$ cat config.mk
export PLATFORM = sky130hd
export DESIGN_NAME = qrp_cordic_cell
export DESIGN_NICKNAME = d
export VERILOG_FILES = /design/src/hdl/qrp_pkg.sv /design/src/hdl/qrp_cordic_cell.sv
export SDC_FILE = /design/constraint.sdc
export NUM_CORES = 1
export LEC_CHECK = 0
export BUFFER_PORTS_ARGS = -buffer_cell sky130_fd_sc_hd__buf_4
export CORE_ASPECT_RATIO = 0.75
export CORE_MARGIN = 3
export CORE_UTILIZATION = 30
export CTS_CLUSTER_DIAMETER = 30
export DETAILED_ROUTE_END_ITERATION = 12
export PLACE_DENSITY = 0.49
export SYNTH_ARGS = -nofsm -noshare
export SYNTH_HDL_FRONTEND = slang
export SYNTH_SLANG_ARGS = --single-unit
$ cat constraint.sdc
create_clock -name clk_i -period 2.1 [get_ports clk_i]
set_clock_uncertainty 0.2 [all_clocks]
set_input_delay 0.105 -clock clk_i [delete_from_list [all_inputs] [get_ports clk_i]]
set_output_delay 0.105 -clock clk_i [all_outputs]
set_load 0.03 [all_outputs]
$ cat src/hdl/qrp_pkg.sv
// Shared widths, constants, tables and stage records for the quaternion propagation unit.
package qrp_pkg;

  localparam int unsigned QW       = 16;  // quaternion and rate component width
  localparam int unsigned ROOT_W   = 24;  // rate magnitude, 2^-19 rad/s
  localparam int unsigned RAD_W    = 48;  // radicand of the magnitude square root
  localparam int unsigned HALF_W   = 40;  // half angle, 2^-36 rad
  localparam int unsigned ANG_W    = 36;  // CORDIC angle, Q2.30 with headroom
  localparam int unsigned XY_W     = 34;  // CORDIC vector and increment parts
  localparam int unsigned PROD_W   = 50;  // QW x XY_W product
  localparam int unsigned NUM_W    = 56;  // axis dividend
  localparam int unsigned QUO_W    = 32;  // axis quotient
  localparam int unsigned ATAN_N   = 24;  // arctangent table depth
  localparam int unsigned STEP_W   = 16;
  localparam int unsigned NUM_SH   = 8;   // rate times 256
  localparam int unsigned CORDIC_STAGES_DEF = 16;

  localparam logic [STEP_W-1:0]     STEP_RESET  = 16'd655;
  localparam logic [HALF_W-1:0]     TWO_PI_Q36  = 40'h6487ED5111;
  localparam logic signed [ANG_W-1:0] PI_Q30      = 36'sh0C90FDAA2;
  localparam logic signed [ANG_W-1:0] HALF_PI_Q30 = 36'sh06487ED51;
  localparam logic signed [ANG_W-1:0] TWO_PI_Q30  = 36'sh1921FB544;
  localparam logic signed [XY_W-1:0]  GAIN_Q30    = 34'sh026DD3B6A;

  // atan(2^-i) in Q2.30, truncated
  localparam logic [31:0] ATAN_TAB [ATAN_N] = '{
    32'h3243F6A8, 32'h1DAC6705, 32'h0FADBAFC, 32'h07F56EA6, 32'h03FEAB76, 32'h01FFD55B,
    32'h00FFFAAA, 32'h007FFF55, 32'h003FFFEA, 32'h001FFFFD, 32'h000FFFFF, 32'h0007FFFF,
    32'h0003FFFF, 32'h0001FFFF, 32'h0000FFFF, 32'h00007FFF, 32'h00003FFF, 32'h00001FFF,
    32'h00000FFF, 32'h000007FF, 32'h000003FF, 32'h000001FF, 32'h000000FF, 32'h0000007F
  };

  // request data that rides along the pipe up to the quaternion multiplier
  typedef struct packed {
    logic [3:0][QW-1:0] quat;  // w, x, y, z
    logic [2:0][QW-1:0] rate;  // x, y, z
    logic               zero;
  } side_t;

  typedef struct packed {
    logic              valid;
    side_t             side;
    logic [RAD_W-1:0]  rad;
    logic [ROOT_W-1:0] root;
  } sqrt_st_t;

  typedef struct packed {
    logic              valid;
    side_t             side;
    logic [ROOT_W-1:0] mag8;
    logic [HALF_W-1:0] val;
  } ang_st_t;

  typedef struct packed {
    logic                     valid;
    side_t                    side;
    logic [ROOT_W-1:0]        mag8;
    logic                     flip;
    logic signed [XY_W-1:0]   x;
    logic signed [XY_W-1:0]   y;
    logic signed [ANG_W-1:0]  ang;
  } cord_st_t;

  typedef struct packed {
    logic                     valid;
    side_t                    side;
    logic [ROOT_W-1:0]        mag8;
    logic                     flip;
    logic signed [XY_W-1:0]   cs;
    logic [2:0][PROD_W-1:0]   prod;
  } prep_st_t;

  typedef struct packed {
    logic                     valid;
    side_t                    side;
    logic signed [XY_W-1:0]   cs;
    logic [ROOT_W-1:0]        mag8;
    logic [2:0]               neg;
    logic [2:0][NUM_W-1:0]    num;
    logic [2:0][QUO_W-1:0]    quo;
  } div_st_t;

  typedef struct packed {
    logic               valid;
    logic [3:0][QW-1:0] quat;
    logic               zero;
  } res_t;

endpackage

$ cat src/hdl/qrp_cordic_cell.sv
// One rotation step of the CORDIC that yields cosine and sine of the half angle.
module qrp_cordic_cell import qrp_pkg::*; #(
  parameter int unsigned IDX = 0
) (
  input  logic      clk_i,
  input  logic      rst_ni,
  input  logic      en_i,
  input  cord_st_t  cell_i,
  output cord_st_t  cell_o
);

  logic signed [XY_W-1:0]  dx, dy;
  logic signed [ANG_W-1:0] at;
  cord_st_t                cell_d, cell_q;

  // rotate towards zero residual angle
  always_comb begin
    dx     = cell_i.y >>> IDX;
    dy     = cell_i.x >>> IDX;
    at     = $signed(ANG_W'(ATAN_TAB[IDX]));
    cell_d = cell_i;
    if (!cell_i.ang[ANG_W-1]) begin
      cell_d.x   = cell_i.x - dx;
      cell_d.y   = cell_i.y + dy;
      cell_d.ang = cell_i.ang - at;
    end else begin
      cell_d.x   = cell_i.x + dx;
      cell_d.y   = cell_i.y - dy;
      cell_d.ang = cell_i.ang + at;
    end
  end

  // advance
  always_ff @(posedge clk_i or negedge rst_ni) begin
    if (!rst_ni) begin
      cell_q.valid <= 1'b0;
    end else if (en_i) begin
      cell_q <= cell_d;
    end
  end

  assign cell_o = cell_q;

endmodule

==> impl_metrics.py <==
metrics = {
    "power": {
        "power_density_nw_per_um2": 770.2,
        "finalPower_mw": 21.98,
        "p_leak_nw": 12.43,
        "comb_power_share_pct": 30.5,
        "internal-power_mw": 15.40,
        "p_sw_share_pct": 29.92,
        "power_frac_seq_pct": 27.4,
        "pwr-share-clk_pct": 42.1,
        "ir_worst_vdd_mv": 0.6866,
        "p_switching_mw": 6.576,
    },
    "setup_path": {
        "critPathBufInv": 5,
        "cp-start-kind": "input port",
        "crit_slowest_cell": "o311ai_4",
        "criticalPathCategory": "input port to flop",
        "critPathRequiredTime_ns": 2.24,
        "cp_cell_sequence": "buf_8, inv_8, ha_4, nor3b_4, o311ai_4, o2111ai_2, o211ai_2, a21oi_2, a221oi_4, buf_6, buf_4, buf_6, o22ai_2, xnor2_1",
        "crit_family": "compound AO/OA/AOI/OAI gates",
        "end_kind": "flop",
        "crit_fanout": 5,
        "arrival_ns": 2.45,
        "cpPeakStageDelay_ns": 0.37,
        "cpMostUsedCell": "buf_6",
    },
    "clock_tree": {
        "clock_sinks": 242,
        "root_buffer": "clkbuf_16",
        "clock_latency_ns": 0.59,
        "cts_buffers": 55,
        "cts.path.max_buffers": 3,
        "clk_pin_slew_worst_paths_ns": 0.04,
        "cts_tree": "built",
        "htreeDepth": 2,
    },
    "drt": {
        "ant_nets": 0,
        "dr.first_iter.drc_count": 902,
        "first_pass_iters": 5,
        "route.detailed.drc": 0,
        "drt-total-wl_mm": 62.19,
        "wire_per_inst_um": 19.52,
        "viasPerCell": 4.793,
        "vias": 15270,
    },
    "sta": {
        "period_needed_ns": 2.314,
        "rsz0062_at_grt": "true",
        "relSlewSlack_pct": 49.87,
        "hold_viol": 0,
        "tightest_slew_ns": 0.7520,
        "final.setup.worst_slack_ns": -0.2144,
        "finalCritPeriodShare_pct": 110.2,
        "hold_slack_ns": 0.03302,
        "setup_viol_count_final": 30,
        "setup_tns_ns": -3.294,
        "max_clock_freq_ghz": 0.4321,
        "drv_slew": 0,
    },
    "layout": {
        "area_growth_pct": 94.95,
        "utilization_pct": 59.67,
        "fill_cells": 3934,
        "drive_gt1_share_pct": 51.20,
        "largest_reg_flops": 242,
        "instances_no_fill": 3186,
        "nets": 2877,
    },
    "floorplan": {
        "die_x_um": 261.1,
        "initial_core_util_pct": 30.61,
        "die_area_um2": 51520,
        "rows": 69,
        "chipHeight_um": 197.3,
        "io_pins": 489,
        "core_um2": 47830,
    },
    "logic_synthesis": {
        "synthArstFlopShare_pct": 0.4132,
        "synthCells": 1356,
        "yosysSeqAreaShare_pct": 49.60,
        "ys_warn_count": 0,
        "synth_top_cell_area_share_pct": 49.43,
        "ys_seq_elements": 242,
        "syn-num-nets": 1736,
        "synthTopCellsByArea": "edfxtp_1 (49%), ha_1 (11%), a21oi_1 (4.8%)",
        "yosys.area.top_type": "edfxtp_1",
        "synth_area_per_cell_um2": 10.80,
        "synth_cell_types": 81,
        "synth_top_flop_cell": "edfxtp_1",
        "synthesis.area_um2": 14640,
        "synth-edff-count": 241,
    },
    "placed_design": {
        "dpl.hpwl_mm": 46.79,
        "dp_cells": 2817,
        "io_buffers": 488,
        "gp_congestion": 0.9257,
    },
    "grt": {
        "grt-ovfl-total": 0,
        "antenna_found_initial": 5,
        "grt_pass1_vias": 15670,
        "grt_use_total_pct": 22.84,
        "grt_max_degree": 63,
        "grt_pass1_wl_mm": 91.45,
    },
    "outcome": {
        "status": "complete, but fails checks",
        "violations": "setup timing",
    },
    "flow_run": {
        "cap_violations": 0,
    },
    "min_path": {
        "worstHoldPathType": "input port to flop",
    },
}
## cell families after synthesis
group / Yosys count / share of synthesized area [%]
compound gates: 415 / 18.08
simple gates: 293 / 9.640
flops: 242 / 49.60
buf+inv: 164 / 4.401
fa+ha+maj: 134 / 11.66
xor+xnor: 92 / 5.504
mux: 16 / 1.120
## routing by layer
metal | global-route usage, % | wire length, um | vias up
met5 | 0 | 13 | -
met4 | 9.458 | 2360 | 2
met3 | 4.883 | 4307 | 119
met2 | 39.19 | 30190 | 511
met1 | 27.94 | 25320 | 7332
li1 | - | - | 7305
## synthesized netlist by cell type (4+ instances only)
master    count
and3_1        4
nor3_1       18
or3_1         6
a31oi_1       7
a211o_1       5
o211ai_1      7
edfxtp_1    241
nor4_1       10
o21ai_0      79
a221oi_1      4
nand2_1      71
mux2i_1      13
a311oi_1      4
nand3_1      18
a21oi_1     141
nor2b_1      17
o21ai_1      15
xnor2_1      68
o21bai_1     20
inv_1       110
a22oi_1       4
nand2b_1     19
nand4_1      14
nor2_1       94
buf_2        14
a21o_1       34
o21a_1       20
xor2_1       24
a211oi_1     10
o31ai_1      16
fa_1          4
buf_1        10
ha_1        130
clkbuf_1     25
## timing repair
| action | in CTS | in global routing |
|---|---|---|
| hold endpoints to repair | 205 | 2 |
| resized for setup | 151 | 137 |
| endpoints found under the setup margin | 46 | 53 |
| pin swaps | 94 | 97 |
| setup buffers | 29 | 23 |
| cloned | 1 | 0 |
| hold buffers | 217 | 2 |
## path summary, 6_finish.rpt
path	startpoint	endpoint	slack [ns]	cells after the start
min in group asynchronous	rst_ni	cell_o[242]	0.18	3
worst min-delay path	cell_i[27]	cell_o[29]	0.03	5
max in group asynchronous	rst_ni	cell_o[242]	1.41	3
worst max register to register	cell_o[242]	cell_o[242]	0.61	2
worst min register to register	cell_o[242]	cell_o[242]	0.85	2
worst max-delay path	cell_i[38]	cell_o[99]	-0.21	14
## worst reg2reg max path, stage by stage (launching register included)
cell	delay, ns
dfrtp_1	0.37
mux2_2	0.25
dlygate4sd3_1	0.55
## final cells by class
type	count	area (um^2)	area share, %
Antenna cell	4	10.01	0.03507
Clock buffer	56	1380	4.835
Clock inverter	47	636.9	2.231
Inverter	112	519.2	1.819
Multi-Input combinational cell	950	8437	29.56
Sequential cell	242	7262	25.44
Tap cell	639	799.5	2.801
Timing Repair Buffer	1135	9485	33.23
Timing Repair inverter	1	11.26	0.03945
## through the flow
step	setup slack (ns)	area (um^2)
after floorplan	-0.6658	15610
after global placement	-1.115	22720
after detailed placement	-0.9774	22720
after CTS	-0.1493	27760
after global routing	-0.2400	28540
final	-0.2144	28540
## cells in the final DEF (no fill, tap or decap), types with 45 or more instances in the layout
cell type        n
a21oi_1         86
dlygate4sd3_1  218
xnor2_1         64
inv_1           82
o21ai_0         45
nand2_1         61
clkbuf_16       55
edfxtp_1       241
ha_1            94
buf_4          858
nor2_1          80
## power groups by stage
stage / logic (mW) / registers, mW / clock network (mW)
floorplan: 2.16 / 6.94 / 0
global placement: 5.64 / 6.10 / 0
detailed placement: 5.66 / 6.10 / 0
CTS: 6.39 / 6.02 / 9.45
global route: 7.12 / 6.05 / 9.73
finish: 6.70 / 6.02 / 9.26
No activity file was read; power rests on OpenSTA's default activity.
