File: src/hdl/qrp_pkg.sv
// Shared widths, constants, tables and stage records for the quaternion propagation unit.
package qrp_pkg;

  localparam int unsigned QW       = 16;  // quaternion and rate component width
  localparam int unsigned ROOT_W   = 24;  // rate magnitude, 2^-19 rad/s
  localparam int unsigned RAD_W    = 48;  // radicand of the magnitude square root
  localparam int unsigned HALF_W   = 40;  // half angle, 2^-36 rad
  localparam int unsigned ANG_W    = 36;  // CORDIC angle, Q2.30 with headroom
  localparam int unsigned XY_W     = 34;  // CORDIC vector and increment parts
  localparam int unsigned PROD_W   = 50;  // QW x XY_W product
  localparam int unsigned NUM_W    = 56;  // axis dividend
  localparam int unsigned QUO_W    = 32;  // axis quotient
  localparam int unsigned ATAN_N   = 24;  // arctangent table depth
  localparam int unsigned STEP_W   = 16;
  localparam int unsigned NUM_SH   = 8;   // rate times 256
  localparam int unsigned CORDIC_STAGES_DEF = 16;

  localparam logic [STEP_W-1:0]     STEP_RESET  = 16'd655;
  localparam logic [HALF_W-1:0]     TWO_PI_Q36  = 40'h6487ED5111;
  localparam logic signed [ANG_W-1:0] PI_Q30      = 36'sh0C90FDAA2;
  localparam logic signed [ANG_W-1:0] HALF_PI_Q30 = 36'sh06487ED51;
  localparam logic signed [ANG_W-1:0] TWO_PI_Q30  = 36'sh1921FB544;
  localparam logic signed [XY_W-1:0]  GAIN_Q30    = 34'sh026DD3B6A;

  // atan(2^-i) in Q2.30, truncated
  localparam logic [31:0] ATAN_TAB [ATAN_N] = '{
    32'h3243F6A8, 32'h1DAC6705, 32'h0FADBAFC, 32'h07F56EA6, 32'h03FEAB76, 32'h01FFD55B,
    32'h00FFFAAA, 32'h007FFF55, 32'h003FFFEA, 32'h001FFFFD, 32'h000FFFFF, 32'h0007FFFF,
    32'h0003FFFF, 32'h0001FFFF, 32'h0000FFFF, 32'h00007FFF, 32'h00003FFF, 32'h00001FFF,
    32'h00000FFF, 32'h000007FF, 32'h000003FF, 32'h000001FF, 32'h000000FF, 32'h0000007F
  };

  // request data that rides along the pipe up to the quaternion multiplier
  typedef struct packed {
    logic [3:0][QW-1:0] quat;  // w, x, y, z
    logic [2:0][QW-1:0] rate;  // x, y, z
    logic               zero;
  } side_t;

  typedef struct packed {
    logic              valid;
    side_t             side;
    logic [RAD_W-1:0]  rad;
    logic [ROOT_W-1:0] root;
  } sqrt_st_t;

  typedef struct packed {
    logic              valid;
    side_t             side;
    logic [ROOT_W-1:0] mag8;
    logic [HALF_W-1:0] val;
  } ang_st_t;

  typedef struct packed {
    logic                     valid;
    side_t                    side;
    logic [ROOT_W-1:0]        mag8;
    logic                     flip;
    logic signed [XY_W-1:0]   x;
    logic signed [XY_W-1:0]   y;
    logic signed [ANG_W-1:0]  ang;
  } cord_st_t;

  typedef struct packed {
    logic                     valid;
    side_t                    side;
    logic [ROOT_W-1:0]        mag8;
    logic                     flip;
    logic signed [XY_W-1:0]   cs;
    logic [2:0][PROD_W-1:0]   prod;
  } prep_st_t;

  typedef struct packed {
    logic                     valid;
    side_t                    side;
    logic signed [XY_W-1:0]   cs;
    logic [ROOT_W-1:0]        mag8;
    logic [2:0]               neg;
    logic [2:0][NUM_W-1:0]    num;
    logic [2:0][QUO_W-1:0]    quo;
  } div_st_t;

  typedef struct packed {
    logic               valid;
    logic [3:0][QW-1:0] quat;
    logic               zero;
  } res_t;

endpackage

File: src/hdl/qrp_div_cell.sv
// One quotient bit of the three axis dividers, one lane per rate component.
module qrp_div_cell import qrp_pkg::*; #(
  parameter int unsigned BIT = 0
) (
  input  logic     clk_i,
  input  logic     rst_ni,
  input  logic     en_i,
  input  div_st_t  cell_i,
  output div_st_t  cell_o
);

  logic [NUM_W-1:0] dsh;
  div_st_t          cell_d, cell_q;

  // restoring step on each lane
  always_comb begin
    dsh    = NUM_W'(cell_i.mag8) << BIT;
    cell_d = cell_i;
    for (int l = 0; l < 3; l++) begin
      if (cell_i.num[l] >= dsh) begin
        cell_d.num[l]      = cell_i.num[l] - dsh;
        cell_d.quo[l][BIT] = 1'b1;
      end
    end
  end

  // advance
  always_ff @(posedge clk_i or negedge rst_ni) begin
    if (!rst_ni) begin
      cell_q.valid <= 1'b0;
    end else if (en_i) begin
      cell_q <= cell_d;
    end
  end

  assign cell_o = cell_q;

endmodule

File: config.mk
export PLATFORM = sky130hd
export DESIGN_NAME = qrp_div_cell
export DESIGN_NICKNAME = d
export VERILOG_FILES = /design/src/hdl/qrp_pkg.sv /design/src/hdl/qrp_div_cell.sv
export SDC_FILE = /design/constraint.sdc
export NUM_CORES = 1
export LEC_CHECK = 0
export BUFFER_PORTS_ARGS = -buffer_cell sky130_fd_sc_hd__buf_2
export CORE_AREA = 4 4 345 347
export DETAILED_ROUTE_END_ITERATION = 12
export DIE_AREA = 0 0 349 351
export PLACE_DENSITY_LB_ADDON = 0.12
export SLEW_MARGIN = 20
export SYNTH_ARGS = -nofsm -noshare
export SYNTH_HDL_FRONTEND = slang
export SYNTH_SLANG_ARGS = --single-unit
export TNS_END_PERCENT = 20
File: constraint.sdc
create_clock -name clk_i -period 0.8 [get_ports clk_i]
set_input_delay 0.08 -clock clk_i [delete_from_list [all_inputs] [get_ports clk_i]]
set_output_delay 0.08 -clock clk_i [all_outputs]
set_load 0.005 [all_outputs]
==> flow_summary.yaml, run 1 <==
finish:
  largest_register_ffs: 439
  drive_gt1_share_pct: 55.8
  seq_area_um2: 13200
  multi_input_area_um2: 8870
  fin_area_um2: 40700
  n_fill_cell: 11700
  synthToLayoutAreaGrowth_pct: 105
  num-nets-final: 3946
clock_tree:
  cts_buffers: 57
  htree_levels: 2
  root_buffer: "clkbuf_16"
  numClockSinks: 439
  cts.clk_slew.worst_paths_ns: 0.06
  cts_tree: "yes"
  clk_path_buf_depth: 3
  insertion_delay_ns: 0.65
run_status:
  violations: "negative hold slack, negative setup slack"
  run_status: "complete, but fails checks"
placement:
  place.gp.congestion: 0.824
  post-dp-hpwl_um: 90500
  dpl_cell_area_um2: 29900
  place_ws_ns: -2.94
  place.port_buffers: 880
critical_path:
  cp_common_cell: "nand4_1"
  end_kind: "flip-flop"
  cp_slowest_cell: "or4_4"
  worstPathCellList: "buf_8 -> clkinvlp_4 -> ha_4 -> nand4_1 -> nor4_4 -> a2111oi_2 -> nand4_1 -> a211oi_4 -> or4_4 -> buf_6 -> or3_4 -> nor3_2 -> xor2_1"
  worstSetupPathType: "in -> reg"
  startpoint_type: "input port"
  max_stage_delay_ns: 0.44
  cp_max_fo: 4
  required_ns: 1.19
  arrival_ns: 2.95
routing:
  drtAntennaViolNets: 0
  wl_per_cell_um: 23.3
  routed_wl_um: 117000
  drtPass1Iterations: 5
  vias_per_cell: 4.03
  first_iter_violations: 915
  drc: 0
  num_vias: 20200
global_route:
  track_usage_pct: 17.8
  antenna_found_initial: 36
  grt_pass1_wl_um: 157000
  first_global_vias: 21600
  grt_overflow: 0
  grt_max_degree: 42
yosys:
  synth_edf_count: 438
  synth_fp_nets: 1997
  syn_area_um2: 19800
  yosysSeqAreaShare_pct: 66.4
  synthArstFlopShare_pct: 0.228
  ys_seq_elements: 439
  synth_commonest_cells: "438 x edfxtp_1, 136 x nand2_1, 115 x o21ai_0"
  yosysTopAreaCell: "edfxtp_1"
  syn_inst: 1480
  synthFlopType: "edfxtp_1"
  syn_area_per_cell_um2: 13.4
  ys.warnings.count: 0
  synth_top_area_share_pct: 66.3
  yosysMostFrequentCell: "edfxtp_1"
  yosysUniqueCellTypes: 69
  synth_area_leaders: "edfxtp_1 66%, ha_1 4.5%, xor2_1 3.6%"
timing:
  grt_setup_unrepaired: "yes"
  skew_ns: 0
  final_hold_viol_count: 3
  tns_ns: -431.60
  finalSetupViolCount: 610
  timing.final.ws_setup_ns: -1.75
  drv_slew: 0
  whs_ns: -0.0951
  slew_headroom_pct: 40.4
  max_freq_mhz: 392
  period_minus_slack_ns: 2.55
  fin_crit_sh_pct: 319
  tightest_slew_ns: 0.888
floorplan:
  core_um2: 116000
  start_util_pct: 17.1
  fp.dieH_um: 351
  ioPinCount: 881
  rows: 125
  dieArea_um2: 122000
  dieWidth_um: 349
power_and_ir_drop:
  power_frac_seq_pct: 38.8
  power_frac_clock_pct: 39.2
  powerDensity_nw_per_um2: 1770
  pwr-share-comb_pct: 22.0
  power.leakage_nw: 17.1
  switching_power_mw: 19.4
  power.internal_mw: 52.5
  irDropWorstVdd_v: 0.00162
  switching_share_pct: 27.0
hold_path:
  hold_path.class: "in -> reg"
run:
  cap_violations: 0
power groups by stage:
stage / registers, mW / clock network [mW] / logic, mW
2_1_floorplan: 28.7 / 0 / 3.57
3_3_place_gp: 28.4 / 0 / 11.8
3_5_place_dp: 28.4 / 0 / 11.7
4_1_cts: 28.0 / 29.2 / 14.9
5_1_grt: 28.1 / 30.1 / 17.1
6_report: 27.9 / 28.2 / 15.8
through the flow:
stage | utilization [%] | total power, mW | cells
2_1_floorplan | - | 32.2 | 1480
3_3_place_gp | 25.8 | 40.2 | 4337
3_5_place_dp | 25.8 | 40.1 | 4337
4_1_cts | 33.4 | 72.1 | 4939
5_1_grt | 35.1 | 75.2 | 5005
6_report | 35.1 | 71.9 | 5014
timing repair:
action / CTS / global route
endpoints found under the hold margin: 438 / 14
hold buffers: 436 / 8
setup buffers: 50 / 73
gates resized for setup: 391 / 338
gates cloned: 11 / 6
setup endpoints to repair: 610 / 610
pin swaps: 82 / 165
critical path, delay by kind of cell:
family          cells  cell delay (ns)
compound gates      2             0.20
xor+xnor            1             0.09
fa+ha+maj           1             0.36
buf+inv             3             0.44
simple gates        6             1.77
layer usage:
| metal | up-vias | global-route usage [%] | wire [um] | part of all wire (%) |
|---|---|---|---|---|
| li1 | 9520 | - | - | - |
| met1 | 9921 | 20.3 | 45800 | 39 |
| met2 | 597 | 32.2 | 59000 | 51 |
| met3 | 156 | 5.59 | 8390 | 7.2 |
| met4 | 30 | 4.90 | 3270 | 2.8 |
| met5 | - | 0 | 209 | 0.18 |
cell families after synthesis:
logic type | after synthesis | share of synthesized area, %
muxes | 10 | 0.555
adders and majority gates | 75 | 4.84
and+or+nand+nor | 441 | 11.2
AOI/OAI and AO/OA | 281 | 8.62
buffers and inverters | 83 | 1.70
DFF | 439 | 66.4
xor gates and xnor gates | 151 | 6.66
layout by cell type (no fill, tap or decap), types with 42 or more instances in the layout:
master	instances
dlygate4sd3_1	441
nand2_1	95
clkbuf_16	62
buf_2	858
nor2_1	53
buf_6	93
xnor2_1	55
ha_4	43
buf_4	479
o21ai_2	42
xor2_1	78
a21oi_1	50
edfxtp_1	438
path summary, 6_finish.rpt:
kind | startpoint | end | slack [ns] | cells after the start
worst max-delay path | cell_i[290] | cell_o[251] | -1.75 | 13
worst min-delay path | cell_i[233] | cell_o[233] | -0.1 | 3
worst max register to register | cell_o[438] | cell_o[438] | 0.06 | 1
worst min register to register | cell_o[438] | cell_o[438] | 0.51 | 1
max in group asynchronous | rst_ni | cell_o[438] | 0.34 | 4
min in group asynchronous | rst_ni | cell_o[438] | 0.36 | 4
layout make-up:
class,instances,share of cell area [%]
diodes,13,0.0799
clock buffers,68,3.66
clock inverters,39,1.32
inverters,44,0.559
multi-input cells,959,21.8
flip-flops and latches,439,32.4
well taps,1524,4.68
repair buffers,1928,35.5
No activity file was read; power rests on OpenSTA's default activity.
==> run 2: changes to the inputs <==
--- a/config.mk
+++ b/config.mk
@@ -6,9 +6,9 @@
 export NUM_CORES = 1
 export LEC_CHECK = 0
 export BUFFER_PORTS_ARGS = -buffer_cell sky130_fd_sc_hd__buf_2
-export CORE_AREA = 4 4 345 347
+export CORE_AREA = 4 4 342 344
 export DETAILED_ROUTE_END_ITERATION = 12
-export DIE_AREA = 0 0 349 351
+export DIE_AREA = 0 0 346 348
 export PLACE_DENSITY_LB_ADDON = 0.12
 export SLEW_MARGIN = 20
 export SYNTH_ARGS = -nofsm -noshare
==> run 2 against run 1 <==
The flow still finishes with violations (negative hold slack, negative setup slack). First-iteration DRC count shrank 9.6%. Largest cell class unchanged. Clock skew unchanged. Highest routed layer unchanged. Register-to-register slack hardly changed.
==> flow_summary.yaml, run 2 (synthesized netlist as in run 1, its figures left out) <==
placement:
  post-dp-hpwl_um: 93000
  place_ws_ns: -2.92
  dp_cells: 4324
  place.port_buffers: 880
  place.gp.congestion: 0.881
timing:
  final_hold_viol_count: 4
  tightest_slew_ns: 0.909
  skew_ns: 0
  timing.final.ws_setup_ns: -1.73
  finalSetupViolCount: 610
  whs_ns: -0.352
  max_freq_mhz: 395
  slew_headroom_pct: 38.9
  period_minus_slack_ns: 2.53
  fin_crit_sh_pct: 316
  grt_setup_unrepaired: "yes"
  drv_slew: 0
routing:
  routed_wl_um: 117000
  vias_per_cell: 4.03
  first_iter_violations: 827
  drtPass1Iterations: 5
  drtAntennaViolNets: 0
  wl_per_cell_um: 23.6
  drc: 0
  num_vias: 20100
hold_path:
  hold_path.class: "in -> reg"
  worstHoldStart: "cell_i[268]"
finish:
  drive_gt1_share_pct: 53.8
  synthToLayoutAreaGrowth_pct: 99.2
  stdcell_count: 4977
  largest_register_ffs: 439
  num-nets-final: 3917
  layout_commonest_cell: "buf_2"
  fin_util_pct: 34.7
  layout_common_cells: "864 x buf_2, 496 x buf_4, 440 x dlygate4sd3_1"
run:
  cap_violations: 0
clock_tree:
  htree_levels: 2
  insertion_delay_ns: 0.63
  cts_buffers: 56
  cts.clk_slew.worst_paths_ns: 0.06
  numClockSinks: 439
  cts_tree: "yes"
  root_buffer: "clkbuf_16"
  clk_path_buf_depth: 3
critical_path:
  worstPathCellList: "buf_2 -> inv_2 -> ha_4 -> fa_2 -> nor2b_2 -> o31ai_2 -> a211o_1 -> a21oi_4 -> a211oi_4 -> or4_4 -> buf_6 -> or3_4 -> nor3_4 -> xor2_1"
  cp_max_fo: 3
  worst-path-buf-inv: 3
  r2r-end: "cell_o[438]"
  worst_r2r_path_depth: 1
  timing.rr.start: "cell_o[438]"
  cp_slowest_cell: "or4_4"
  critPathLaunch: "cell_i[208]"
  path_delay_family: "simple AND/OR/NAND/NOR gates"
  worstSetupPathType: "in -> reg"
  rrSetupSlack_ns: 0.07
  startpoint_type: "input port"
  end_kind: "flip-flop"
  required_ns: 1.17
  arrival_ns: 2.90
  crit_end: "cell_o[259]"
  path_depth: 14
  max_stage_delay_ns: 0.46
global_route:
  grt_pass1_wl_um: 159000
  first_global_vias: 21200
  grt_max_degree: 44
  grt_overflow: 0
  antenna_found_initial: 39
  track_usage_pct: 18.3
floorplan:
  dieWidth_um: 346
  dieArea_um2: 120000
  core_um2: 114000
  ioPinCount: 881
  fp.dieH_um: 348
  start_util_pct: 17.4
  rows: 124
power_and_ir_drop:
  irDropWorstVdd_v: 0.00148
  power.leakage_nw: 16.5
  power_mw: 68.9
  powerDensity_nw_per_um2: 1740
run_status:
  violations: "negative hold slack, negative setup slack"
  run_status: "complete, but fails checks"
[run 2: cell types whose count changed in the layout (fill, tap and decap cells not counted), moves of 13 or more]
cell / change
nand2_1: +19
buf_4: +17
o21ai_2: -15
nand2_4: -13
o21ai_0: +24
buf_6: -45
[run 2: where the power goes]
part	switching, mW	total (mW)	leakage [nW]	internal [mW]
logic	7.63	15.7	11.5	8.04
clock network	10.9	25.2	0.862	14.3
registers	0.545	28.0	4.13	27.4
total	19.1	68.9	16.5	49.8
[run 2: worst min path at each step]
| stage | endpoint | slack, ns | cells past startpoint |
|---|---|---|---|
| 2_1_floorplan | cell_o[438] | -0.22 | 0 |
| 3_3_place_gp | cell_o[438] | -0.04 | 2 |
| 3_5_place_dp | cell_o[438] | -0.04 | 2 |
| 4_1_cts | cell_o[268] | -0.42 | 1 |
| 5_1_grt | cell_o[268] | -0.42 | 1 |
| 6_report | cell_o[268] | -0.35 | 1 |
[run 2: through the flow]
stage	setup TNS (ns)	cell area (um2)	hold slack [ns]
after floorplan	-1512.24	19900	-0.216
after global placement	-591.71	29900	-0.0422
after detailed placement	-599.63	29900	-0.0373
after CTS	-458.41	37600	-0.421
after global routing	-479.86	39500	-0.417
final	-434.22	39500	-0.352
[run 2: final cells by class]
| type | instances | area (um2) |
|---|---|---|
| clock buffer | 66 | 1460 |
| timing repair buffer | 1900 | 14000 |
| tap | 1512 | 1890 |
| sequential | 439 | 13200 |
| multi-input combinational | 959 | 8380 |
| clock inverter | 38 | 322 |
| inverter | 44 | 215 |
| antenna | 19 | 47.5 |
| fill | 11600 | 74300 |
[run 2: timing repair]
item / 4_1_cts / 5_1_grt
hold buffers: 439 / 1
gates cloned: 5 / 5
setup buffers: 33 / 55
endpoints found under the hold margin: 439 / 6
pin swaps: 52 / 129
endpoints found under the setup margin: 610 / 610
gates resized for setup: 254 / 282
[run 2: routing by layer]
layer  global-route usage (%)  up-vias  share of wire [%]
li1                         -     9452                  -
met1                     20.4     9764                 38
met2                     32.3      663                 50
met3                     5.89      169                7.4
met4                     7.25       20                4.0
met5                     1.10        -               0.12
