<file path="config.mk">
export PLATFORM = sky130hd
export DESIGN_NAME = qrp_sqrt_cell
export DESIGN_NICKNAME = d
export VERILOG_FILES = /design/src/hdl/qrp_pkg.sv /design/src/hdl/qrp_sqrt_cell.sv
export SDC_FILE = /design/constraint.sdc
export NUM_CORES = 1
export LEC_CHECK = 0
export BUFFER_PORTS_ARGS = -buffer_cell sky130_fd_sc_hd__clkbuf_2
export CORE_AREA = 2 2 144 146
export CTS_CLUSTER_DIAMETER = 120
export DETAILED_ROUTE_END_ITERATION = 16
export DIE_AREA = 0 0 146 148
export MAX_ROUTING_LAYER = met4
export PLACE_DENSITY = 0.76
export SYNTH_ARGS = -nofsm -noshare
export SYNTH_HDL_FRONTEND = slang
export SYNTH_SLANG_ARGS = --single-unit
export TNS_END_PERCENT = 50
</file>
<file path="constraint.sdc">
create_clock -name clk_i -period 0.95 [get_ports clk_i]
set_clock_uncertainty 0.2 [all_clocks]
set_input_delay 0.19 -clock clk_i [delete_from_list [all_inputs] [get_ports clk_i]]
set_output_delay 0.19 -clock clk_i [all_outputs]
set_load 0.02 [all_outputs]
</file>
<file path="src/hdl/qrp_pkg.sv">
// Shared widths, constants, tables and stage records for the quaternion propagation unit.
package qrp_pkg;

  localparam int unsigned QW       = 16;  // quaternion and rate component width
  localparam int unsigned ROOT_W   = 24;  // rate magnitude, 2^-19 rad/s
  localparam int unsigned RAD_W    = 48;  // radicand of the magnitude square root
  localparam int unsigned HALF_W   = 40;  // half angle, 2^-36 rad
  localparam int unsigned ANG_W    = 36;  // CORDIC angle, Q2.30 with headroom
  localparam int unsigned XY_W     = 34;  // CORDIC vector and increment parts
  localparam int unsigned PROD_W   = 50;  // QW x XY_W product
  localparam int unsigned NUM_W    = 56;  // axis dividend
  localparam int unsigned QUO_W    = 32;  // axis quotient
  localparam int unsigned ATAN_N   = 24;  // arctangent table depth
  localparam int unsigned STEP_W   = 16;
  localparam int unsigned NUM_SH   = 8;   // rate times 256
  localparam int unsigned CORDIC_STAGES_DEF = 16;

  localparam logic [STEP_W-1:0]     STEP_RESET  = 16'd655;
  localparam logic [HALF_W-1:0]     TWO_PI_Q36  = 40'h6487ED5111;
  localparam logic signed [ANG_W-1:0] PI_Q30      = 36'sh0C90FDAA2;
  localparam logic signed [ANG_W-1:0] HALF_PI_Q30 = 36'sh06487ED51;
  localparam logic signed [ANG_W-1:0] TWO_PI_Q30  = 36'sh1921FB544;
  localparam logic signed [XY_W-1:0]  GAIN_Q30    = 34'sh026DD3B6A;

  // atan(2^-i) in Q2.30, truncated
  localparam logic [31:0] ATAN_TAB [ATAN_N] = '{
    32'h3243F6A8, 32'h1DAC6705, 32'h0FADBAFC, 32'h07F56EA6, 32'h03FEAB76, 32'h01FFD55B,
    32'h00FFFAAA, 32'h007FFF55, 32'h003FFFEA, 32'h001FFFFD, 32'h000FFFFF, 32'h0007FFFF,
    32'h0003FFFF, 32'h0001FFFF, 32'h0000FFFF, 32'h00007FFF, 32'h00003FFF, 32'h00001FFF,
    32'h00000FFF, 32'h000007FF, 32'h000003FF, 32'h000001FF, 32'h000000FF, 32'h0000007F
  };

  // request data that rides along the pipe up to the quaternion multiplier
  typedef struct packed {
    logic [3:0][QW-1:0] quat;  // w, x, y, z
    logic [2:0][QW-1:0] rate;  // x, y, z
    logic               zero;
  } side_t;

  typedef struct packed {
    logic              valid;
    side_t             side;
    logic [RAD_W-1:0]  rad;
    logic [ROOT_W-1:0] root;
  } sqrt_st_t;

  typedef struct packed {
    logic              valid;
    side_t             side;
    logic [ROOT_W-1:0] mag8;
    logic [HALF_W-1:0] val;
  } ang_st_t;

  typedef struct packed {
    logic                     valid;
    side_t                    side;
    logic [ROOT_W-1:0]        mag8;
    logic                     flip;
    logic signed [XY_W-1:0]   x;
    logic signed [XY_W-1:0]   y;
    logic signed [ANG_W-1:0]  ang;
  } cord_st_t;

  typedef struct packed {
    logic                     valid;
    side_t                    side;
    logic [ROOT_W-1:0]        mag8;
    logic                     flip;
    logic signed [XY_W-1:0]   cs;
    logic [2:0][PROD_W-1:0]   prod;
  } prep_st_t;

  typedef struct packed {
    logic                     valid;
    side_t                    side;
    logic signed [XY_W-1:0]   cs;
    logic [ROOT_W-1:0]        mag8;
    logic [2:0]               neg;
    logic [2:0][NUM_W-1:0]    num;
    logic [2:0][QUO_W-1:0]    quo;
  } div_st_t;

  typedef struct packed {
    logic               valid;
    logic [3:0][QW-1:0] quat;
    logic               zero;
  } res_t;

endpackage

</file>
<file path="src/hdl/qrp_sqrt_cell.sv">
// One bit of the pipelined integer square root for the rate magnitude.
module qrp_sqrt_cell import qrp_pkg::*; #(
  parameter int unsigned BIT = 0
) (
  input  logic      clk_i,
  input  logic      rst_ni,
  input  logic      en_i,
  input  sqrt_st_t  cell_i,
  output sqrt_st_t  cell_o
);

  localparam int unsigned TW = RAD_W + 2;

  logic [TW-1:0] trial;
  sqrt_st_t      cell_d, cell_q;

  // try setting this root bit against the remaining radicand
  always_comb begin
    trial  = (TW'(cell_i.root) << (BIT + 1)) + (TW'(1) << (2 * BIT));
    cell_d = cell_i;
    if ({2'b00, cell_i.rad} >= trial) begin
      cell_d.rad  = cell_i.rad - trial[RAD_W-1:0];
      cell_d.root = cell_i.root | (ROOT_W'(1) << BIT);
    end
  end

  // advance
  always_ff @(posedge clk_i or negedge rst_ni) begin
    if (!rst_ni) begin
      cell_q.valid <= 1'b0;
    end else if (en_i) begin
      cell_q <= cell_d;
    end
  end

  assign cell_o = cell_q;

endmodule

</file>
==> results of run 1 <==
cell families after synthesis:
logic type	synth area share
compound gates	0.0847
xor+xnor	0.0486
fa+ha+maj	0.0420
simple gates	0.0947
buf+inv	0.0251
mux	0.00142
flops	0.704
metal layers:
metal | vias up | wire [microns] | part of all wire | global-route usage
met5 | - | 0 | 0 | -
met4 | 0 | 1460 | 0.043 | 0.127
met3 | 95 | 2720 | 0.081 | 0.0722
met2 | 500 | 17500 | 0.52 | 0.508
met1 | 3847 | 12100 | 0.36 | 0.322
li1 | 3538 | - | - | -
layout make-up:
class	count	area, sq um
diodes	3	7.51
clock buffers	18	429
clock inverters	14	148
fillers	1248	5070
inverters	30	113
multi-input cells	326	2790
flip-flops and latches	186	5580
well taps	270	338
repair buffers	703	5560
critical path, stage by stage:
cell,delay [ns]
clkbuf_2,0.11
inv_1,0.06
ha_1,0.32
buf_4,0.16
nand4_1,0.15
a21oi_1,0.15
nand2_1,0.12
a221oi_2,0.23
buf_4,0.17
or2_4,0.14
buf_8,0.15
buf_6,0.15
nand4_1,0.15
a32o_1,0.25
stage by stage:
stage,std cells,hold slack [ns]
global placement,1350,-0.133
global route,1550,-0.202
finish,1550,-0.186
detailed placement,1350,-0.132
CTS,1537,-0.204
floorplan,558,-0.306
layout by cell type, fill, tap and decap left out, types with 7 or more instances in the layout:
cell             n
dlygate4sd3_1  135
nand2_1         37
buf_4          163
ha_1            15
a21oi_2         20
xor2_1          23
nor2_2           8
ha_4             9
nand3_1          8
clkbuf_8        13
buf_8            8
inv_1           25
buf_6           78
xnor2_1         21
clkbuf_16       18
buf_2          103
o21ai_0         16
buf_12          14
a21oi_1         26
edfxtp_1       185
nor2_4          11
nor2_1          14
nand4_1          7
clkbuf_2       186
or3_1            7
worst paths after layout:
| check | startpoint | end | slack, ns | cells after the start |
|---|---|---|---|---|
| min reg2reg | cell_o[185]$_DFFE_PN0P_ | cell_o[185]$_DFFE_PN0P_ | 0.44 | 2 |
| min in group asynchronous | rst_ni | cell_o[185]$_DFFE_PN0P_ | -0.01 | 3 |
| max | cell_i[9] | cell_o[55]$_DFFE_PP_ | -1.55 | 14 |
| min | cell_i[185] | cell_o[185]$_DFFE_PN0P_ | -0.19 | 2 |
| max reg2reg | cell_o[185]$_DFFE_PN0P_ | cell_o[185]$_DFFE_PN0P_ | -0.14 | 2 |
| max in group asynchronous | rst_ni | cell_o[185]$_DFFE_PN0P_ | 0.48 | 3 |
power by group through the flow:
stage	combinational, mW	sequential, mW	clock [mW]
3_5_place_dp	4.15	10.1	0
6_report	5.60	10.0	7.09
3_3_place_gp	4.09	10.1	0
5_1_grt	5.85	10.0	7.50
4_1_cts	4.99	9.94	7.14
2_1_floorplan	1.17	10.9	0
repair_timing:
item | 4_1_cts | 5_1_grt
hold buffers | 134 | 1
gates cloned | 4 | 1
hold endpoints to repair | 179 | 39
pin swaps | 29 | 39
setup buffers | 19 | 8
setup endpoints to repair | 236 | 236
resized for setup | 131 | 362
==> results.yml, run 1 <==
status:
  outcome: "complete, but fails checks"
  violations: "hold timing, setup timing"
power_and_ir_drop:
  pwr-share-comb: 0.247
  power_frac_clock: 0.313
  ir_drop_mv: 1.11
  totalPowerFinal_mw: 22.7
  p_leak_nw: 6.37
  power_density_nw_per_um2: 1520
  swShare: 0.294
  p_seq_frac: 0.441
  p_switching_mw: 6.66
  p_int_mw: 16.0
drt:
  wl_mm: 33.7
  first_pass_iters: 5
  drt_iter0_markers: 571
  ant_nets: 0
  drc_errors: 0
  avgRoutedWirePerCell_microns: 21.8
  vias: 7980
  viasPerCell: 5.15
critical_path:
  worst-endpoint-required_ns: 0.94
  critical_path_class: "input pin to flop"
  cp-end-kind: "flop"
  arrival_ns: 2.49
  worst-path-max-fanout: 6
  start_kind: "input pin"
yosys:
  syn_nets: 773
  yosys_warnings: 0
  synth_commonest_cells: "185 x edfxtp_1, 47 x a21oi_1, 39 x nand2_1"
  synth_seq_area_share: 0.704
  yosysTopAreaCell: "edfxtp_1"
  ys_ff_latch: 186
  syn_area_per_cell_sq_um: 14.2
  synthTopCellsByArea: "edfxtp_1 70%, ha_1 3.9%, a21oi_1 3.0%, xor2_1 2.5%, xnor2_1 2.3%"
  yosys_most_used_dff: "edfxtp_1"
  synth_cells: 558
  postSynth.asyncResetShare: 0.00538
  synth_top_area_frac: 0.700
  synth_edf_count: 185
  synth.most_common_cell: "edfxtp_1"
  syn_area_sq_um: 7930
  synth_cell_types: 54
placed_design:
  post_dp_cell_area_sq_um: 11500
  hpwl_mm: 21.4
  portBuffers: 374
  place_ws_ns: -2.16
  gp_congestion: 0.928
floorplanning:
  rows: 52
  die_y_microns: 148
  floorplan.initialDensity: 0.396
  die_w_microns: 146
  ios: 375
  core_region_area_sq_um: 20000
  die_area_sq_um: 21600
timing:
  period_share: 2.63
  tns_ns: -149.28
  fin_ws_ns: -1.55
  slew_headroom: 0.615
  fmaxAchievable_mhz: 400
  setup_viol: 237
  rsz0062_at_grt: "yes"
  drv_slew: 0
  final_hold_viol_count: 38
  worstMarginPinSlew_ns: 0.570
  whs_ns: -0.186
  post-route-min-period_ns: 2.50
clocking:
  max-clock-path-buffers: 2
  numCtsBuffers: 17
  clk_latency_ns: 0.43
  ctsRootBufferMaster: "clkbuf_16"
  clkTransAtPathRegs_ns: 0.08
  clock_sinks: 186
  cts_max_level: 4
  cts_tree: "done"
job:
  cap_violations: 0
hold_path:
  hp-class: "input pin to flop"
global_routing:
  grt_remaining_overflow: 0
  antenna_found_initial: 3
  track_usage: 0.293
  grt_pass1_vias: 7940
  grt_pass1_wl_mm: 46.2
  grt_max_degree: 20
layout:
  area_delta_synth_final_pct: 88.7
  final_nets: 1479
  largest_reg_flops: 186
  fin_area_sq_um: 15000
  fin_util: 0.747
  layout-drive-gt1-share: 0.552
Note: power is estimated with default switching activity, not from simulation.
==> inputs of run 2 (changes only) <==
--- a/config.mk
+++ b/config.mk
@@ -6,12 +6,12 @@
 export NUM_CORES = 1
 export LEC_CHECK = 0
 export BUFFER_PORTS_ARGS = -buffer_cell sky130_fd_sc_hd__clkbuf_2
-export CORE_AREA = 2 2 144 146
+export CORE_AREA = 2 2 145 147
 export CTS_CLUSTER_DIAMETER = 120
 export DETAILED_ROUTE_END_ITERATION = 16
-export DIE_AREA = 0 0 146 148
+export DIE_AREA = 0 0 147 149
 export MAX_ROUTING_LAYER = met4
-export PLACE_DENSITY = 0.76
+export PLACE_DENSITY = 0.75
 export SYNTH_ARGS = -nofsm -noshare
 export SYNTH_HDL_FRONTEND = slang
 export SYNTH_SLANG_ARGS = --single-unit
==> constraint.sdc (replaced) <==
create_clock -name clk_i -period 3 [get_ports clk_i]
set_clock_uncertainty 0.2 [all_clocks]
set_input_delay 0.6 -clock clk_i [delete_from_list [all_inputs] [get_ports clk_i]]
set_output_delay 0.6 -clock clk_i [all_outputs]
set_load 0.02 [all_outputs]
==> run 2 against run 1 <==
  * The run now ends clean
  * Core utilization fell by 17 points
  * Hold slack improved by 0.32 ns
  * Via count fell by 16%
  * Critical path type unchanged
  * Largest cell class unchanged
==> results.yml, run 2 (synthesis results as in run 1) <==
drt:
  viasPerCell: 4.95
  drc_errors: 0
  ant_nets: 0
  drt_iter0_markers: 372
  first_pass_iters: 4
  wl_mm: 26.4
  avgRoutedWirePerCell_microns: 19.5
  vias: 6678
placed_design:
  place_ws_ns: -0.568
  place_inst: 1310
  portBuffers: 374
  gp_congestion: 0.914
  hpwl_mm: 20.4
power_and_ir_drop:
  p_leak_nw: 5.21
  power_density_nw_per_um2: 563
  ir_drop_mv: 0.511
floorplanning:
  floorplan.initialDensity: 0.386
  rows: 53
  die_area_sq_um: 21900
  die_y_microns: 149
  core_region_area_sq_um: 20600
  ios: 375
  die_w_microns: 147
timing:
  setup_viol: 0
  fin_ws_ns: 0.0578
  post-route-min-period_ns: 2.94
  drv_slew: 0
  worstMarginPinSlew_ns: 0.493
  period_share: 0.981
  slew_headroom: 0.670
  final_hold_viol_count: 0
  fmaxAchievable_mhz: 340
hold_path:
  hold_end: "cell_o[157]$_DFFE_PP_"
  min_from: "cell_i[157]"
  hp-class: "input pin to flop"
  min_path_cells: 1
job:
  cap_violations: 0
clocking:
  ctsRootBufferMaster: "clkbuf_16"
  clkTransAtPathRegs_ns: 0.08
  clk_latency_ns: 0.43
  max-clock-path-buffers: 2
  cts_tree: "done"
  cts_max_level: 4
  numCtsBuffers: 17
  clock_sinks: 186
critical_path:
  worst-path-max-fanout: 6
  rrSetupSlack_ns: 2.01
  reg2reg_from: "cell_o[185]$_DFFE_PN0P_"
  r2r_cells: 1
  arrival_ns: 2.93
  critical_path_class: "input pin to flop"
  reg2reg_to: "cell_o[185]$_DFFE_PN0P_"
  worst-endpoint-required_ns: 2.98
  start_kind: "input pin"
  cp-end-kind: "flop"
layout:
  mostFrequentLayoutCell: "clkbuf_2"
  layout_common_cells: "373 x clkbuf_2, 185 x edfxtp_1, 108 x buf_4, 46 x a21oi_1, 39 x nand2_1"
  layout-drive-gt1-share: 0.532
  final_cell_count_no_fill: 1349
  area_delta_synth_final_pct: 50.1
  fillers: 1736
  final_nets: 1274
  largest_reg_flops: 186
global_routing:
  grt_remaining_overflow: 0
  track_usage: 0.233
  grt_pass1_wl_mm: 36.9
  grt_pass1_vias: 6483
  grt_max_degree: 73
  antenna_found_initial: 2
status:
  outcome: "finished clean"
[run 2: cell count changes in the layout (fill, tap and decap cells not counted), sizes merged]
| cell | change |
|---|---|
| buf | -246 |
| dlygate4sd3 | -134 |
| inv | -1 |
| diode | -1 |
| clkbuf | +175 |
| clkinv | +1 |
[run 2: what timing repair did]
action / 4_1_cts / 5_1_grt
pin swaps: 0 / 11
hold buffers: 1 / 0
cloned: 0 / 3
endpoints found under the hold margin: 1 / 0
gates resized for setup: 5 / 47
setup buffers: 0 / 1
setup endpoints to repair: 16 / 45
[run 2: report_power, final]
group | leakage [nW] | switching (mW) | internal (mW)
Clock | 0.291 | 1.16 | 1.14
Combinational | 3.17 | 0.746 | 0.522
Sequential | 1.75 | 0.0532 | 3.08
Total | 5.21 | 1.96 | 4.74
[run 2: routing by layer]
metal  global-route usage  wire length (microns)  vias up  part of all wire
li1                     -                      -     3115                 -
met1                0.275                  10100     3217              0.38
met2                0.398                  13500      310              0.51
met5                    -                      0        -                 0
met3               0.0547                   2120       36             0.080
met4               0.0764                    636        0             0.024
[run 2: per-stage QoR]
stage           util  area [sq um]  TNS [ns]  hold WS [ns]  power [mW]
2_1_floorplan      -          7930    -10.61         0.104        3.81
3_3_place_gp   0.536         11000    -18.86         0.182        4.41
3_5_place_dp   0.536         11000    -21.41         0.184        4.43
4_1_cts        0.567         11700         0         0.123        6.71
5_1_grt        0.579         11900   -0.0748         0.124        6.92
6_report       0.579         11900         0         0.138        6.70
[run 2: worst max path at each step]
stage | slack (ns) | start | cells past startpoint | to
after floorplan | -0.51 | cell_i[0] | 10 | cell_o[70]$_DFFE_PP_
final | 0.06 | cell_i[48] | 11 | cell_o[43]$_DFFE_PP_
after CTS | 0.01 | cell_i[0] | 11 | cell_o[60]$_DFFE_PP_
after global routing | -0.03 | cell_i[48] | 11 | cell_o[36]$_DFFE_PP_
after global placement | -0.46 | cell_i[2] | 12 | cell_o[65]$_DFFE_PP_
after detailed placement | -0.57 | cell_i[2] | 12 | cell_o[57]$_DFFE_PP_
[run 2: cell type report]
class	count	area, sq um	share of cell area
Tap cell	275	344	0.0289
Sequential cell	186	5580	0.469
Multi-Input combinational cell	326	2330	0.195
Clock buffer	18	429	0.0360
Inverter	30	113	0.00946
Antenna cell	2	5.00	0.000420
Timing Repair Buffer	498	2940	0.247
Clock inverter	14	173	0.0145
[run 2: critical path, stage by stage]
cell and delay, ns:
clkbuf_2 0.10, ha_2 0.18, or3_4 0.34, or4_4 0.59, nor4_4 0.27, nand3_2 0.12
or2_4 0.27, buf_8 0.15, clkbuf_16 0.16, nor2_4 0.10, a21oi_2 0.03
